[src/hw/rtl/assert_macros.svh]
// Assertion macros used by the RTL back end.
`ifndef ASSERT_MACROS_SVH
`define ASSERT_MACROS_SVH
`ifndef SYNTH
`define UVS_ASSERT(lbl, cond) \
  lbl: assert property (@(posedge clk) disable iff (!rst_n) (cond)) \
    else $error("assertion failed");
`define UVS_ASSERT_IMP(lbl, ante, cons) \
  lbl: assert property (@(posedge clk) disable iff (!rst_n) (ante) |-> (cons)) \
    else $error("assertion failed");
`define UVS_ASSERT_NEXT(lbl, ante, cons) \
  lbl: assert property (@(posedge clk) disable iff (!rst_n) (ante) |=> (cons)) \
    else $error("assertion failed");
`else
`define UVS_ASSERT(lbl, cond)
`define UVS_ASSERT_IMP(lbl, ante, cons)
`define UVS_ASSERT_NEXT(lbl, ante, cons)
`endif
`endif

[src/hw/rtl/uvs_pkg.sv]
// Types and constants of the UV sphere mesh generator.
`default_nettype none
package uvs_pkg;

  localparam logic       OP_VERTEX = 1'b0;
  localparam logic       OP_QUAD   = 1'b1;

  localparam logic [1:0] ST_VERTEX = 2'd0;
  localparam logic [1:0] ST_INDEX  = 2'd1;
  localparam logic [1:0] ST_ERROR  = 2'd2;

  localparam logic [1:0] CFG_SEGMENTS = 2'd0;
  localparam logic [1:0] CFG_RINGS    = 2'd1;
  localparam logic [1:0] CFG_RADIUS   = 2'd2;

  localparam int QDEPTH = 4;
  localparam int QPW    = $clog2(QDEPTH);

  // Q30 Taylor coefficients of the quarter-wave sine
  localparam logic [30:0] K1  = 31'd1686629713;
  localparam logic [30:0] K3  = 31'd693598668;
  localparam logic [30:0] K5  = 31'd85569306;
  localparam logic [30:0] K7  = 31'd5026995;
  localparam logic [30:0] K9  = 31'd172272;
  localparam logic [30:0] K11 = 31'd3864;

  typedef enum logic [1:0] {
    JK_VERTEX,
    JK_QUAD,
    JK_ERROR
  } jkind_t;

  typedef struct packed {
    jkind_t      kind;
    logic [7:0]  ring;
    logic [7:0]  seg;
    logic [15:0] idx;
  } job_t;

  typedef struct packed {
    logic [7:0]  segments;
    logic [7:0]  rings;
    logic [15:0] radius;
  } cfg_t;

  typedef enum logic [2:0] {
    BS_IDLE,
    BS_QUAD,
    BS_DIV,
    BS_SIN,
    BS_MUL,
    BS_OUT
  } bstate_t;

endpackage
`default_nettype wire

[src/hw/rtl/uvs_front.sv]
// Request front end: range check, classification and base index.
`default_nettype none
module uvs_front (
  input  wire              start,
  input  wire              busy,
  input  wire              opcode,
  input  wire [7:0]        ring,
  input  wire [7:0]        segment,
  input  wire uvs_pkg::cfg_t cfg,
  output logic             push,
  output uvs_pkg::job_t    job
);
  import uvs_pkg::*;

  logic        bad;
  logic [8:0]  row_len;
  logic [16:0] base;

  always_comb begin
    row_len = {1'b0, cfg.segments} + 9'd1;
    base    = 17'(ring * row_len) + {9'd0, segment};
    bad = (cfg.segments == 8'd0) || (cfg.rings == 8'd0) ||
          ((opcode == OP_VERTEX) && ((ring > cfg.rings) || (segment > cfg.segments))) ||
          ((opcode == OP_QUAD) && ((ring >= cfg.rings) || (segment >= cfg.segments)));
    push     = start && !busy;
    job.ring = ring;
    job.seg  = segment;
    job.idx  = base[15:0];
    if (bad) begin
      job.kind = JK_ERROR;
    end else if (opcode == OP_QUAD) begin
      job.kind = JK_QUAD;
    end else begin
      job.kind = JK_VERTEX;
    end
  end

endmodule
`default_nettype wire

[src/hw/rtl/uvs_queue.sv]
// Short job queue between front end and back end.
`default_nettype none
module uvs_queue (
  input  wire              clk,
  input  wire              rst_n,
  input  wire              push,
  input  wire uvs_pkg::job_t wjob,
  input  wire              pop,
  output uvs_pkg::job_t    rjob,
  output logic             not_empty,
  output logic             full
);
  import uvs_pkg::*;

  job_t              mem [QDEPTH];
  logic [QPW-1:0]    wp_r, wp_nxt, rp_r, rp_nxt;
  logic [QPW:0]      cnt_r, cnt_nxt;
  logic              do_push, do_pop;

  always_comb begin
    not_empty = (cnt_r != '0);
    full      = (cnt_r == (QPW+1)'(QDEPTH));
    rjob      = mem[rp_r];
    do_push   = push && !full;
    do_pop    = pop && not_empty;
    wp_nxt    = do_push ? wp_r + 1'b1 : wp_r;
    rp_nxt    = do_pop ? rp_r + 1'b1 : rp_r;
    cnt_nxt   = cnt_r + (QPW+1)'(do_push) - (QPW+1)'(do_pop);
  end

  always_ff @(posedge clk) begin
    if (!rst_n) begin
      wp_r  <= '0;
      rp_r  <= '0;
      cnt_r <= '0;
    end else begin
      wp_r  <= wp_nxt;
      rp_r  <= rp_nxt;
      cnt_r <= cnt_nxt;
    end
  end

  always_ff @(posedge clk) begin
    if (do_push) begin
      mem[wp_r] <= wjob;
    end
  end

endmodule
`default_nettype wire

[src/hw/rtl/uvs_back.sv]
// Back end: index emission, shared divider and multiplier sequencer for vertices.
`default_nettype none
`include "assert_macros.svh"
module uvs_back #(
  parameter int FRACTION_BITS = 15
) (
  input  wire                  clk,
  input  wire                  rst_n,
  input  wire uvs_pkg::cfg_t   cfg,
  input  wire uvs_pkg::job_t   q_job,
  input  wire                  q_valid,
  output logic                 pop,
  output logic                 out_valid,
  output logic [1:0]           out_status,
  output logic [15:0]          out_vertex_index,
  output logic signed [16:0]   out_pos_x,
  output logic signed [16:0]   out_pos_y,
  output logic signed [16:0]   out_pos_z,
  output logic signed [15:0]   out_norm_x,
  output logic signed [15:0]   out_norm_y,
  output logic signed [15:0]   out_norm_z,
  output logic [16:0]          out_tex_u,
  output logic [16:0]          out_tex_v,
  output logic                 out_last
);
  import uvs_pkg::*;

  localparam int F  = FRACTION_BITS;
  localparam int MW = 2*F + 1;   // product of two trig magnitudes
  localparam int AW = 2*F + 17;  // product times radius
  localparam int NW = 2*F + 2;
  localparam int DNW = 41;
  localparam logic [5:0] DIV_LAST = 6'(DNW - 1);
  localparam logic [1:0] DIV_THETA = 2'd0;
  localparam logic [1:0] DIV_PHI   = 2'd1;
  localparam logic [1:0] DIV_TEXU  = 2'd2;
  localparam logic [1:0] DIV_TEXV  = 2'd3;
  localparam logic [30:0] Q30_ONE  = 31'h4000_0000;
  localparam logic [31:0] QUARTER  = 32'h4000_0000;

  function automatic logic [DNW-1:0] div_num(input logic [1:0] sel,
                                             input logic [7:0] r, s, sg, rg);
    case (sel)
      DIV_THETA: div_num = {1'b0, s, 24'd0, 1'b0, sg[7:1]};
      DIV_PHI:   div_num = {1'b0, r, 24'd0, rg};
      DIV_TEXU:  div_num = DNW'({s, 8'd0, 1'b0, sg[7:1]});
      default:   div_num = DNW'({r, 8'd0, 1'b0, rg[7:1]});
    endcase
  endfunction

  bstate_t           state_r, state_nxt;
  logic [2:0]        k_r, k_nxt;
  job_t              job_r, job_nxt;

  logic [1:0]        dsel_r, dsel_nxt;
  logic [5:0]        dcnt_r, dcnt_nxt;
  logic [DNW-1:0]    dnum_r, dnum_nxt, dquo_r, dquo_nxt;
  logic [8:0]        drem_r, drem_nxt;
  logic [31:0]       theta_r, theta_nxt, phi_r, phi_nxt;
  logic [16:0]       texu_r, texu_nxt, texv_r, texv_nxt;

  logic [1:0]        ssel_r, ssel_nxt, qd_r, qd_nxt;
  logic [2:0]        sstep_r, sstep_nxt;
  logic [30:0]       u_r, u_nxt, u2_r, u2_nxt, a_r, a_nxt;
  logic [F:0]        tm_r [4];
  logic [F:0]        tm_nxt [4];
  logic [3:0]        tn_r, tn_nxt;

  logic [2:0]        pstep_r, pstep_nxt;
  logic [MW-1:0]     xm_r, xm_nxt, zm_r, zm_nxt;
  logic [AW-1:0]     acc_r, acc_nxt;
  logic [16:0]       px_r, px_nxt, py_r, py_nxt, pz_r, pz_nxt;

  logic              ov_r, ov_nxt, ol_r, ol_nxt;
  logic [1:0]        os_r, os_nxt;
  logic [15:0]       oi_r, oi_nxt;
  logic [16:0]       opx_r, opx_nxt, opy_r, opy_nxt, opz_r, opz_nxt;
  logic [15:0]       onx_r, onx_nxt, ony_r, ony_nxt, onz_r, onz_nxt;
  logic [16:0]       otu_r, otu_nxt, otv_r, otv_nxt;

  // shared datapath
  logic [30:0]       mul_a, mul_b;
  logic [61:0]       mul_p;
  logic [8:0]        dvs;
  logic [9:0]        trial;
  logic              ge;
  logic [31:0]       phase, asub;
  logic [30:0]       u_c, kc;
  logic [32:0]       vr, mfull;
  logic [MW-1:0]     ym, msel;
  logic [60:0]       mext;
  logic [AW-1:0]     tot, pround;
  logic [16:0]       pm;
  logic              xn, yn, zn, psign;
  logic [15:0]       row1, ci;
  logic [NW-1:0]     nsx, nsy, nsz;
  logic [16:0]       nmx, nmy, nmz;
  logic [14:0]       ncx, ncy, ncz;

  assign mul_p = mul_a * mul_b;

  always_comb begin
    ym    = MW'(tm_r[3]) << F;
    xn    = tn_r[1] ^ tn_r[2];
    zn    = tn_r[0] ^ tn_r[2];
    yn    = !tn_r[3];
    nsx   = NW'(xm_r) + (NW'(1) << (2*F - 16));
    nsy   = NW'(ym)   + (NW'(1) << (2*F - 16));
    nsz   = NW'(zm_r) + (NW'(1) << (2*F - 16));
    nmx   = 17'(nsx >> (2*F - 15));
    nmy   = 17'(nsy >> (2*F - 15));
    nmz   = 17'(nsz >> (2*F - 15));
    ncx   = (nmx > 17'd32767) ? 15'h7fff : nmx[14:0];
    ncy   = (nmy > 17'd32767) ? 15'h7fff : nmy[14:0];
    ncz   = (nmz > 17'd32767) ? 15'h7fff : nmz[14:0];
    row1  = {8'd0, cfg.segments} + 16'd1;
  end

  always_comb begin
    state_nxt = state_r;  k_nxt = k_r;  job_nxt = job_r;
    dsel_nxt = dsel_r;  dcnt_nxt = dcnt_r;  dnum_nxt = dnum_r;
    dquo_nxt = dquo_r;  drem_nxt = drem_r;
    theta_nxt = theta_r;  phi_nxt = phi_r;  texu_nxt = texu_r;  texv_nxt = texv_r;
    ssel_nxt = ssel_r;  qd_nxt = qd_r;  sstep_nxt = sstep_r;
    u_nxt = u_r;  u2_nxt = u2_r;  a_nxt = a_r;  tm_nxt = tm_r;  tn_nxt = tn_r;
    pstep_nxt = pstep_r;  xm_nxt = xm_r;  zm_nxt = zm_r;  acc_nxt = acc_r;
    px_nxt = px_r;  py_nxt = py_r;  pz_nxt = pz_r;
    ov_nxt = 1'b0;  ol_nxt = ol_r;  os_nxt = os_r;  oi_nxt = oi_r;
    opx_nxt = opx_r;  opy_nxt = opy_r;  opz_nxt = opz_r;
    onx_nxt = onx_r;  ony_nxt = ony_r;  onz_nxt = onz_r;
    otu_nxt = otu_r;  otv_nxt = otv_r;
    pop = 1'b0;
    mul_a = '0;  mul_b = '0;

    case (dsel_r)
      DIV_PHI:  dvs = {cfg.rings, 1'b0};
      DIV_TEXV: dvs = {1'b0, cfg.rings};
      default:  dvs = {1'b0, cfg.segments};
    endcase
    trial = {drem_r, dnum_r[DNW-1]};
    ge    = trial >= {1'b0, dvs};

    case (ssel_r)
      2'd0:    phase = theta_r;
      2'd1:    phase = theta_r + QUARTER;
      2'd2:    phase = phi_r;
      default: phase = phi_r + QUARTER;
    endcase
    u_c = phase[30] ? Q30_ONE - {1'b0, phase[29:0]} : {1'b0, phase[29:0]};
    case (sstep_r)
      3'd1:    kc = K9;
      3'd2:    kc = K7;
      3'd3:    kc = K5;
      3'd4:    kc = K3;
      default: kc = K1;
    endcase
    asub  = {1'b0, kc} - mul_p[61:30];
    vr    = {1'b0, mul_p[61:30]} + (33'd1 << (29 - F));
    mfull = vr >> (30 - F);

    case (pstep_r)
      3'd2, 3'd3: begin msel = xm_r; psign = xn; end
      3'd4, 3'd5: begin msel = ym;   psign = yn; end
      default:    begin msel = zm_r; psign = zn; end
    endcase
    mext   = 61'(msel);
    tot    = acc_r + (AW'(mul_p) << 30);
    pround = (tot + (AW'(1) << (2*F - 1))) >> (2*F);
    pm     = (psign && pround[16:0] != 17'd0) ? -pround[16:0] : pround[16:0];

    case (k_r)
      3'd1:    ci = job_r.idx + row1;
      3'd2:    ci = job_r.idx + row1 + 16'd1;
      3'd3:    ci = job_r.idx;
      3'd4:    ci = job_r.idx + row1 + 16'd1;
      default: ci = job_r.idx + 16'd1;
    endcase

    case (state_r)
      BS_IDLE: begin
        if (q_valid) begin
          pop     = 1'b1;
          job_nxt = q_job;
          opx_nxt = '0;  opy_nxt = '0;  opz_nxt = '0;
          onx_nxt = '0;  ony_nxt = '0;  onz_nxt = '0;
          otu_nxt = '0;  otv_nxt = '0;
          case (q_job.kind)
            JK_QUAD: begin
              ov_nxt = 1'b1;  os_nxt = ST_INDEX;  oi_nxt = q_job.idx;  ol_nxt = 1'b0;
              k_nxt = 3'd1;
              state_nxt = BS_QUAD;
            end
            JK_VERTEX: begin
              dsel_nxt = DIV_THETA;  dcnt_nxt = '0;  drem_nxt = '0;  dquo_nxt = '0;
              dnum_nxt = div_num(DIV_THETA, q_job.ring, q_job.seg, cfg.segments, cfg.rings);
              state_nxt = BS_DIV;
            end
            default: begin
              ov_nxt = 1'b1;  os_nxt = ST_ERROR;  oi_nxt = '0;  ol_nxt = 1'b1;
            end
          endcase
        end
      end
      BS_QUAD: begin
        ov_nxt = 1'b1;  os_nxt = ST_INDEX;  oi_nxt = ci;
        ol_nxt = (k_r == 3'd5);
        k_nxt  = k_r + 3'd1;
        if (k_r == 3'd5) begin
          state_nxt = BS_IDLE;
        end
      end
      BS_DIV: begin
        if (dcnt_r == DIV_LAST) begin
          case (dsel_r)
            DIV_THETA: theta_nxt = dquo_nxt[31:0];
            DIV_PHI:   phi_nxt   = dquo_nxt[31:0];
            DIV_TEXU:  texu_nxt  = dquo_nxt[16:0];
            default:   texv_nxt  = dquo_nxt[16:0];
          endcase
        end
        dquo_nxt = {dquo_r[DNW-2:0], ge};
        case (dsel_r)
          DIV_THETA: theta_nxt = (dcnt_r == DIV_LAST) ? dquo_nxt[31:0] : theta_r;
          DIV_PHI:   phi_nxt   = (dcnt_r == DIV_LAST) ? dquo_nxt[31:0] : phi_r;
          DIV_TEXU:  texu_nxt  = (dcnt_r == DIV_LAST) ? dquo_nxt[16:0] : texu_r;
          default:   texv_nxt  = (dcnt_r == DIV_LAST) ? dquo_nxt[16:0] : texv_r;
        endcase
        if (dcnt_r == DIV_LAST) begin
          dcnt_nxt = '0;  drem_nxt = '0;  dquo_nxt = '0;
          if (dsel_r == DIV_TEXV) begin
            ssel_nxt = 2'd0;  sstep_nxt = 3'd0;
            state_nxt = BS_SIN;
          end else begin
            dsel_nxt = dsel_r + 2'd1;
            dnum_nxt = div_num(dsel_r + 2'd1, job_r.ring, job_r.seg,
                               cfg.segments, cfg.rings);
          end
        end else begin
          drem_nxt = ge ? 9'(trial - {1'b0, dvs}) : trial[8:0];
          dnum_nxt = dnum_r << 1;
          dcnt_nxt = dcnt_r + 6'd1;
        end
      end
      BS_SIN: begin
        sstep_nxt = sstep_r + 3'd1;
        case (sstep_r)
          3'd0: begin
            mul_a = u_c;  mul_b = u_c;
            u_nxt = u_c;  qd_nxt = phase[31:30];
            u2_nxt = mul_p[60:30];
          end
          3'd1: begin
            mul_a = u2_r;  mul_b = K11;
            a_nxt = asub[30:0];
          end
          3'd6: begin
            mul_a = u_r;  mul_b = a_r;
            tm_nxt[ssel_r] = (mfull > (33'd1 << F)) ? (F+1)'(1) << F : mfull[F:0];
            tn_nxt[ssel_r] = qd_r[1] && (mfull != 33'd0);
            sstep_nxt = 3'd0;
            ssel_nxt  = ssel_r + 2'd1;
            if (ssel_r == 2'd3) begin
              pstep_nxt = 3'd0;
              state_nxt = BS_MUL;
            end
          end
          default: begin
            mul_a = u2_r;  mul_b = a_r;
            a_nxt = asub[30:0];
          end
        endcase
      end
      BS_MUL: begin
        pstep_nxt = pstep_r + 3'd1;
        case (pstep_r)
          3'd0: begin
            mul_a = 31'(tm_r[1]);  mul_b = 31'(tm_r[2]);
            xm_nxt = mul_p[MW-1:0];
          end
          3'd1: begin
            mul_a = 31'(tm_r[0]);  mul_b = 31'(tm_r[2]);
            zm_nxt = mul_p[MW-1:0];
          end
          3'd2, 3'd4, 3'd6: begin
            mul_a = {1'b0, mext[29:0]};  mul_b = {15'd0, cfg.radius};
            acc_nxt = AW'(mul_p);
          end
          default: begin
            mul_a = mext[60:30];  mul_b = {15'd0, cfg.radius};
            case (pstep_r)
              3'd3:    px_nxt = pm;
              3'd5:    py_nxt = pm;
              default: begin
                pz_nxt = pm;
                state_nxt = BS_OUT;
              end
            endcase
          end
        endcase
      end
      BS_OUT: begin
        ov_nxt = 1'b1;  os_nxt = ST_VERTEX;  oi_nxt = job_r.idx;  ol_nxt = 1'b1;
        opx_nxt = px_r;  opy_nxt = py_r;  opz_nxt = pz_r;
        onx_nxt = (xn && ncx != '0) ? -{1'b0, ncx} : {1'b0, ncx};
        ony_nxt = (yn && ncy != '0) ? -{1'b0, ncy} : {1'b0, ncy};
        onz_nxt = (zn && ncz != '0) ? -{1'b0, ncz} : {1'b0, ncz};
        otu_nxt = texu_r;  otv_nxt = texv_r;
        state_nxt = BS_IDLE;
      end
      default: state_nxt = BS_IDLE;
    endcase
  end

  always_ff @(posedge clk) begin
    if (!rst_n) begin
      state_r <= BS_IDLE;
      ov_r    <= 1'b0;
    end else begin
      state_r <= state_nxt;
      ov_r    <= ov_nxt;
    end
  end

  always_ff @(posedge clk) begin
    k_r <= k_nxt;  job_r <= job_nxt;
    dsel_r <= dsel_nxt;  dcnt_r <= dcnt_nxt;  dnum_r <= dnum_nxt;
    dquo_r <= dquo_nxt;  drem_r <= drem_nxt;
    theta_r <= theta_nxt;  phi_r <= phi_nxt;  texu_r <= texu_nxt;  texv_r <= texv_nxt;
    ssel_r <= ssel_nxt;  qd_r <= qd_nxt;  sstep_r <= sstep_nxt;
    u_r <= u_nxt;  u2_r <= u2_nxt;  a_r <= a_nxt;  tm_r <= tm_nxt;  tn_r <= tn_nxt;
    pstep_r <= pstep_nxt;  xm_r <= xm_nxt;  zm_r <= zm_nxt;  acc_r <= acc_nxt;
    px_r <= px_nxt;  py_r <= py_nxt;  pz_r <= pz_nxt;
    ol_r <= ol_nxt;  os_r <= os_nxt;  oi_r <= oi_nxt;
    opx_r <= opx_nxt;  opy_r <= opy_nxt;  opz_r <= opz_nxt;
    onx_r <= onx_nxt;  ony_r <= ony_nxt;  onz_r <= onz_nxt;
    otu_r <= otu_nxt;  otv_r <= otv_nxt;
  end

  assign out_valid        = ov_r;
  assign out_status       = os_r;
  assign out_vertex_index = oi_r;
  assign out_pos_x        = opx_r;
  assign out_pos_y        = opy_r;
  assign out_pos_z        = opz_r;
  assign out_norm_x       = onx_r;
  assign out_norm_y       = ony_r;
  assign out_norm_z       = onz_r;
  assign out_tex_u        = otu_r;
  assign out_tex_v        = otv_r;
  assign out_last         = ol_r;

  `UVS_ASSERT(a_vertex_last, !(ov_r && os_r == ST_VERTEX) || ol_r)
  `UVS_ASSERT_IMP(a_quad_emits, state_r == BS_QUAD, ov_r && os_r == ST_INDEX)
  `UVS_ASSERT_NEXT(a_quad_done, state_r == BS_QUAD && k_r == 3'd5, state_r == BS_IDLE)

endmodule
`default_nettype wire

[src/hw/rtl/uv_sphere_mesh_generator.sv]
// Top level of the UV sphere mesh generator.
//
//  channel  handshake        payload
//  in       start / busy     in_opcode, in_ring, in_segment
//  out      out_valid strobe out_status ... out_last
//  cfg      cfg_we           cfg_index, cfg_data
//
// A quad gives six indices, one index a cycle; an error gives one result; a vertex
// runs four divisions with 41-bit quotients on the shared bit-serial divider, then
// steps on the shared 31x31 multiplier (four sines, products, radius scaling).
// Requests queue 4 deep in front of the back end; busy is high while it is full.
// Reset is synchronous, active low: queue and sequencer empty, registers to
// 16 segments, 16 rings, radius 1.0. Results are strobed and cannot be held off.
`default_nettype none
module uv_sphere_mesh_generator #(
  parameter int FRACTION_BITS = 15
) (
  input  wire                clk,
  input  wire                rst_n,
  input  wire                start,
  output logic               busy,
  input  wire                in_opcode,
  input  wire [7:0]          in_ring,
  input  wire [7:0]          in_segment,
  input  wire                cfg_we,
  input  wire [1:0]          cfg_index,
  input  wire [15:0]         cfg_data,
  output logic               out_valid,
  output logic [1:0]         out_status,
  output logic [15:0]        out_vertex_index,
  output logic signed [16:0] out_pos_x,
  output logic signed [16:0] out_pos_y,
  output logic signed [16:0] out_pos_z,
  output logic signed [15:0] out_norm_x,
  output logic signed [15:0] out_norm_y,
  output logic signed [15:0] out_norm_z,
  output logic [16:0]        out_tex_u,
  output logic [16:0]        out_tex_v,
  output logic               out_last
);
  import uvs_pkg::*;

  cfg_t  cfg_r, cfg_nxt;
  job_t  fjob, qjob;
  logic  push, pop, q_valid, q_full;

  always_comb begin
    cfg_nxt = cfg_r;
    if (cfg_we) begin
      case (cfg_index)
        CFG_SEGMENTS: cfg_nxt.segments = cfg_data[7:0];
        CFG_RINGS:    cfg_nxt.rings    = cfg_data[7:0];
        CFG_RADIUS:   cfg_nxt.radius   = cfg_data;
        default:      cfg_nxt = cfg_r;
      endcase
    end
  end

  always_ff @(posedge clk) begin
    if (!rst_n) begin
      cfg_r.segments <= 8'd16;
      cfg_r.rings    <= 8'd16;
      cfg_r.radius   <= 16'd256;
    end else begin
      cfg_r <= cfg_nxt;
    end
  end

  assign busy = q_full;

  uvs_front u_front (
    .start   (start),
    .busy    (busy),
    .opcode  (in_opcode),
    .ring    (in_ring),
    .segment (in_segment),
    .cfg     (cfg_r),
    .push    (push),
    .job     (fjob)
  );

  uvs_queue u_queue (
    .clk       (clk),
    .rst_n     (rst_n),
    .push      (push),
    .wjob      (fjob),
    .pop       (pop),
    .rjob      (qjob),
    .not_empty (q_valid),
    .full      (q_full)
  );

  uvs_back #(
    .FRACTION_BITS (FRACTION_BITS)
  ) u_back (
    .clk              (clk),
    .rst_n            (rst_n),
    .cfg              (cfg_r),
    .q_job            (qjob),
    .q_valid          (q_valid),
    .pop              (pop),
    .out_valid        (out_valid),
    .out_status       (out_status),
    .out_vertex_index (out_vertex_index),
    .out_pos_x        (out_pos_x),
    .out_pos_y        (out_pos_y),
    .out_pos_z        (out_pos_z),
    .out_norm_x       (out_norm_x),
    .out_norm_y       (out_norm_y),
    .out_norm_z       (out_norm_z),
    .out_tex_u        (out_tex_u),
    .out_tex_v        (out_tex_v),
    .out_last         (out_last)
  );

endmodule
`default_nettype wire
[config.mk]
export PLATFORM = sky130hd
export DESIGN_NAME = uv_sphere_mesh_generator
export DESIGN_NICKNAME = d
export VERILOG_FILES = /design/src/hw/rtl/uvs_pkg.sv /design/src/hw/rtl/uvs_front.sv /design/src/hw/rtl/uvs_queue.sv /design/src/hw/rtl/uvs_back.sv /design/src/hw/rtl/uv_sphere_mesh_generator.sv
export VERILOG_INCLUDE_DIRS = /design/src /design/src/hw/rtl
export SDC_FILE = /design/constraint.sdc
export NUM_CORES = 2
export LEC_CHECK = 0
export ABC_AREA = 1
export BUFFER_PORTS_ARGS = -buffer_cell sky130_fd_sc_hd__clkbuf_2
export CAP_MARGIN = 20
export CORE_AREA = 2 2 475 477
export DETAILED_ROUTE_END_ITERATION = 7
export DIE_AREA = 0 0 477 479
export SYNTH_ARGS = -nofsm -noshare
export SYNTH_HDL_FRONTEND = slang
export SYNTH_HIERARCHICAL = 1
export SYNTH_SLANG_ARGS = --single-unit
[constraint.sdc]
create_clock -name clk -period 10.9 [get_ports clk]
set_input_delay 1.09 -clock clk [delete_from_list [all_inputs] [get_ports clk]]
set_output_delay 1.09 -clock clk [all_outputs]
set_load 0.005 [all_outputs]
# Yosys cells after proc, flatten, opt, wreduce, memory -nomap -nowiden
# Memory sizes are Yosys's and may differ from the RTL's. A register that Yosys moved wholly into a read port is not among the register bits.
# Index checks and enable logic that the tools add are counted.
[op_classes] n_reduce_logical=78 order_cmp=13 n_mux=105 bitwise=8 eq_ne=48 n_mul=2 addsub=31
[op_table] cell="31-bit case mux with 2 select lines" n=6
[op_table] cell="17-bit case mux with 2 select lines" n=5
[op_table] cell="41-bit 2-to-1 mux" n=4
[op_table] cell="16-bit 2-to-1 mux" n=8
[op_table] cell="16-bit case mux with 2 select lines" n=4
[op_table] cell="31-bit 2-to-1 mux" n=4
[op_table] cell="31-bit case mux with 4 select lines" n=1
[op_table] cell="40-bit case mux with 3 select lines" n=1
[op_table] cell="31-bit by 15-bit adder with 32-bit output, second input constant" n=3
[op_table] cell="16-bit case mux with 3 select lines" n=2
[op_table] cell="32-bit case mux with 3 select lines" n=1
[op_table] cell="30-bit case mux with 3 select lines" n=1
[op_table] cell="41-bit case mux with 2 select lines" n=1
[op_table] cell="32-bit by 31-bit adder with 32-bit output, second input constant" n=2
[op_table] cell="64-bit bitwise mux" n=1
[op_table] cell="31-bit by 31-bit multiplier with 62-bit output" n=1
[op_table] cell="17-bit by 15-bit > comparator with 1-bit output, second input constant" n=3
[op_table] cell="15-bit negation with 16-bit output" n=3
[op_table] cell="47-bit by 30-bit adder with 47-bit output, second input constant" n=1
[op_table] cell="47-bit adder" n=1
[op_table] cell="15-bit 2-to-1 mux" n=3
[op_table] cell="3-bit 2-to-1 mux" n=15
[op_table] cell="15-bit nonzero test" n=3
[op_table] cell="9-bit 2-to-1 mux" n=4
[op_table] cell="other kinds (68)" n=207
[totals] output_inout_bits=154 inputBits=39 wordCells=336 mem_bits_rw=136 memories=1 ff_bits=748
[memory_table] memory="u_queue.mem" depth=4 width=34 read_ports=1 rd_clocked_by_memory_dff=1 wr=1 line="uvs_queue.sv:15" source="job_t mem [QDEPTH];"

# Longest topological paths before layout
[depth] ltp_word=12 mapped_depth=69 mapped_depth_nobuf=68

# Hierarchy
# The synthesis kept the hierarchy.
[by_module_without_submodules] mod="uvs_back" cells_each=7782 seq_area_each_um2=20349.5 n_inst=1 area_per_inst_um2=67377.1
[by_module_without_submodules] mod="uvs_queue" cells_each=395 seq_area_each_um2=4264.1 n_inst=1 area_per_inst_um2=5725.5
[by_module_without_submodules] mod="uvs_front" cells_each=458 seq_area_each_um2=0.0 n_inst=1 area_per_inst_um2=3256.9
[by_module_without_submodules] mod="uv_sphere_mesh_generator" cells_each=202 seq_area_each_um2=640.6 n_inst=1 area_per_inst_um2=1357.6

# Worst setup path before layout
# OpenSTA, ideal clock, no wires.
[synth_timing] path_kind="register -> register" start="register u_back.sstep_r[0]" end="register u_back.a_r[30], data pin" stages_incl_launch_ff=48 path_slack_ns=-1.114 required_ns=10.648 setup_ns=0.252 synth_period_minus_slack_ns=12.014 path_buffers=0 arrival_ns=11.761 path_cell_list="edfxtp_1 -> inv_1 -> ha_1 -> nand2_1 -> nor2_1 -> nand2_1 -> nand2_1 -> a21oi_1 -> nand2_1 -> nand2_1 -> fa_1 -> fa_1 -> inv_1 -> fa_1 -> fa_1 -> fa_1 -> fa_1 -> fa_1 -> [12 not listed] -> a31o_2 -> xnor2_1 -> inv_1 -> fa_1 -> nor2_1 -> nor2_1 -> o21ai_0 -> nand3_1 -> nand2_1 -> nand2_1 -> nand2_1 -> nand3_1 -> o2111ai_1 -> nand4_1 -> nand3_1 -> nand2_1 -> nand3_1 -> nand2_1"
[synth_via] elab_chain_cells=5 elab_cells_between_ends=13 classes_between="add/sub (1); mul (1); eq/ne (5); mux (5); reduce/logical (1)"
[synth_lines] item="from (decl)" line="uvs_back.sv:63" source="logic [2:0] sstep_r, sstep_nxt;"
[synth_lines] item="from (signal assigned)" line="uvs_back.sv:329" source="ssel_r <= ssel_nxt; qd_r <= qd_nxt; sstep_r <= sstep_nxt;"
[synth_lines] item="3-bit == test, or another cell as far along" line="uvs_back.sv:246" source="case (sstep_r)"
[synth_lines] item="31-bit case mux with 2 select lines" line="uvs_back.sv:246"
[synth_lines] item="31-bit case mux with 2 select lines" line="uvs_back.sv:179" source="case (state_r)"
[synth_lines] item="31-bit by 31-bit multiplier with 62-bit output (*)" line="uvs_back.sv:100" source="assign mul_p = mul_a * mul_b;"
[synth_lines] item="net u_back.mul_p[31]" line="uvs_back.sv:83" source="logic [61:0] mul_p;"
[synth_lines] item="31-bit subtractor (*)" line="uvs_back.sv:157" source="asub = {1'b0, kc} - mul_p[61:30];"
[synth_lines] item="net u_back.asub[30]" line="uvs_back.sv:87" source="logic [31:0] phase, asub;"
[synth_lines] item="to (signal assigned)" line="uvs_back.sv:330" source="u_r <= u_nxt; u2_r <= u2_nxt; a_r <= a_nxt; tm_r <= tm_nxt; tn_r <= tn_nxt;"
[synth_lines] item="to (decl)" line="uvs_back.sv:64" source="logic [30:0] u_r, u_nxt, u2_r, u2_nxt, a_r, a_nxt;"
# The timed path passes the listed nets; every way through them passes the cells marked *.
# A chain may end at the register's enable or synchronous reset.

# Worst setup path in the final report
[layout_timing] start="register u_back.ssel_r[1]" end="register u_back.a_r[23], data pin"
[layout_via] elab_chain_cells=8 elab_cells_between_ends=12 classes_between="add/sub (2); mul (1); eq/ne (2); mux (6); reduce/logical (1)"
[layout_lines] item="from (decl)" line="uvs_back.sv:62" source="logic [1:0] ssel_r, ssel_nxt, qd_r, qd_nxt;"
[layout_lines] item="from (signal assigned)" line="uvs_back.sv:329"
[layout_lines] item="2-bit == test, or another cell as far along" line="uvs_back.sv:143" source="case (ssel_r)"
[layout_lines] item="32-bit case mux with 3 select lines (*)" line="uvs_back.sv:143"
[layout_lines] item="31-bit by 30-bit subtractor with 31-bit output" line="uvs_back.sv:149" source="u_c = phase[30] ? Q30_ONE - {1'b0, phase[29:0]} : {1'b0, phase[29:0]};"
[layout_lines] item="31-bit 2-to-1 mux (*)" line="uvs_back.sv:149"
[layout_lines] item="31-bit case mux with 2 select lines" line="uvs_back.sv:246"
[layout_lines] item="31-bit case mux with 2 select lines" line="uvs_back.sv:179"
[layout_lines] item="31-bit by 31-bit multiplier with 62-bit output (*)" line="uvs_back.sv:100"
[layout_lines] item="31-bit subtractor (*)" line="uvs_back.sv:157"
[layout_lines] item="net u_back.asub[23]" line="uvs_back.sv:87"
# Marks and branches as above.

==> summary.txt <==
Critical path
  – Crit path max-delay family: adder cells
  – Class of the most critical setup path: reg2reg
  – CP startpoint kind: register
  – Worst Setup End Kind: register
  – Worst path arrival time: 11.60 ns
  – Crit path buf inv count: 15
  – Slowest cell on the critical path: fa_2
  – CP Data Required Time: 11.32 ns
  – Largest stage delay on the critical path: 0.57 ns
  – Cell repeated most along the worst path: nand2_2
  – Crit-path max FO: 5

Final layout
  – Share of layout cells above drive strength 1: 0.227
  – Nets: 11300
  – Synthesis-to-finish area growth: 24.7%
  – Final core utilization: 0.433
  – # fillers: 21900

Pwr
  – Total power: 12.0 mW
  – Sw Ratio: 0.359
  – Power Internal: 7.66 mW
  – P_leak: 45.4 nW
  – Sequential power share: 0.412
  – Peak VDD IR: 0.211 mV
  – Net Switching: 4.30 mW
  – Comb pwr share: 0.333
  – Pwr dens: 123 nW/um2
  – Clock power share: 0.255

Synthesis
  – Area leader, netlist: edfxtp_1
  – Syn Area/Cell: 8.79 um2
  – Synth Net Count: 10200
  – Ys flop type: edfxtp_1
  – Area contributors post-synth: edfxtp_1 (31%), fa_1 (23%), nand2_1 (9.4%)
  – Synth Cell Area: 77700 um2
  – Yosys Warn Count: 6
  – Post-synthesis sequential area ratio: 0.325
  – Number of flops mapped to enable cells by yosys: 811
  – Yosys top cell area share: 0.313
  – Flops & latches, synth: 856
  – Asr flop ratio synth: 0
  – Gate Count Post-Synth: 8837
  – Synth cell count leaders: nand2_1 (1944), inv_1 (1859), nor2_1 (1034)
  – Most common cell in the netlist: nand2_1
  – Distinct cell type count after synthesis: 71

Clock tree
  – Num CTS Buffers: 86
  – Clock Latency Late Sink: 0.72 ns
  – CTS Sinks: 856
  – TritonCTS clock tree: built
  – Clock slew at reported path FFs: 0.06 ns
  – H-tree levels: 3
  – Clock Path Buffers: 3
  – Root buf cell: clkbuf_16

Global routing
  – Vias in the first global route: 65200
  – Initial antenna violation count: 21
  – Overflow after GRT: 0
  – Total GRT Usage: 0.234
  – Largest net degree at the start of global routing: 74
  – First-pass GRT wire length: 405 mm

Timing
  – Fmax: 89.4 MHz
  – RSZ-0062 raised after global routing: yes
  – Clock skew: 0.0628 ns
  – Period Utilization, post-route: 1.03
  – Max-slew violation count: 0
  – Worst Slack Setup Final: -0.284 ns
  – Setup_tns: -14.57 ns
  – Relative slew slack: 0.296
  – Least-Margin Pin Slew: 1.05 ns
  – Setup violators final: 81
  – Tmin final: 11.18 ns
  – Hold Fails Final Rpt: 0

Placed design
  – GP Congestion: 1.01
  – PortBufs: 192
  – Hpwl dp: 221 mm

Routing
  – Via density: 4.92
  – DRT antenna net count: 0
  – Vias: 64300
  – Remaining DRCs: 3
  – Count of TritonRoute iterations in the first routing pass: 8
  – Routed length per instance: 20.8 um
  – Routed WL: 272 mm
  – Iter 0 DRT Violations: 5494

Floorplanning
  – Io pins: 193
  – Rows: 174
  – Die width: 477 um
  – Core ar.: 224000 um2
  – Die ar.: 228000 um2
  – Starting Density: 0.348
  – Die height: 479 um

Run
  – # Max-Cap Violations: 0

Run status
  – Status: complete, but fails checks
  – Violated checks: design-rule violations, negative setup slack

Worst hold path
  – Worst Hold Class: reg2reg
==> state kept, by name (all words and copies together) (netlist names), 18 cells and up, named ones only <==
register	flops
u_back/theta_r	32
u_back/dquo_r	31
u_back/tm_r	64
u_back/phi_r	32
u_back/u2_r	31
u_back/a_r	31
u_back/xm_r	31
u_back/acc_r	18
u_back/dnum_r	41
u_back/zm_r	31
u_back/u_r	31
u_queue/mem	136
cfg_r	32
u_back/job_r	32
==> per-stage QoR <==
step	setup WS, ns	instance area [um2]	hold slack [ns]	instances
finish	-0.284	96900	0.476	13100
global route	-0.771	96900	0.498	13100
CTS	-0.101	95400	0.478	13000
detailed placement	-0.958	89800	0.463	12800
global placement	-0.783	89800	0.455	12800
floorplan	0.103	77700	0.421	8837
==> cells in the final DEF, fill, tap and decap left out, types with 62 or more instances in the layout <==
cell,n
inv_2,82
nor2_2,110
ha_1,349
clkbuf_16,88
edfxtp_1,811
inv_1,1813
nand3_1,185
nand2_2,160
nand2_1,1815
fa_1,860
a21oi_1,210
xor2_1,105
nor2_4,62
nor2_1,937
nor3_1,62
buf_4,1040
clkbuf_2,192
buf_12,82
o21ai_0,219
==> power groups by stage <==
stage	Combinational (mW)	Sequential, mW	Clock [mW]
6_report	3.98	4.92	3.05
5_1_grt	4.35	5.00	3.23
4_1_cts	3.90	4.93	3.10
3_5_place_dp	3.76	4.99	0
3_3_place_gp	3.71	4.97	0
2_1_floorplan	2.10	4.96	0
==> path summary, 6_finish.rpt <==
kind | end | cells after the start | slack [ns] | start
max | u_back/a_r[23] | 66 | -0.28 | u_back/ssel_r[1]
min | u_back/theta_r[22] | 0 | 0.48 | u_back/dquo_r[21]
max reg2reg | u_back/a_r[23] | 66 | -0.28 | u_back/ssel_r[1]
min reg2reg | u_back/theta_r[22] | 0 | 0.48 | u_back/dquo_r[21]
==> layout make-up <==
class	instances	area, um2	share of cell area
clock inverter	56	614	0.00634
tap	2992	3740	0.0386
timing repair buffer	1370	11200	0.115
multi-input combinational	5756	46500	0.480
clock buffer	99	2220	0.0230
inverter	1937	7380	0.0762
sequential	856	25300	0.261
antenna	4	10.0	0.000103
==> layer usage <==
metal  share of wire  track usage
met5         0.00061            0
met4           0.044       0.0887
met3           0.078       0.0421
met2            0.46        0.373
met1            0.42        0.316
==> cells by family (layout without fill, tap and decap cells) <==
| family | after synthesis | after routing | share of synthesized area |
|---|---|---|---|
| AOI/OAI and AO/OA | 748 | 748 | 0.0599 |
| and+or+nand+nor | 3531 | 3532 | 0.186 |
| DFF | 856 | 856 | 0.325 |
| adders and majority gates | 1298 | 1298 | 0.295 |
| other | 0 | 4 | 0 |
| buffers and inverters | 2226 | 3462 | 0.114 |
| xor gates and xnor gates | 178 | 178 | 0.0203 |
==> timing repair <==
item                                    4_1_cts  5_1_grt
hold buffers                                  0        0
endpoints found under the setup margin      137      140
setup buffers                                60       46
resized for setup                           448      252
cloned                                        3        2
pin swaps                                   100      152
(Power assumes the default switching activity.)
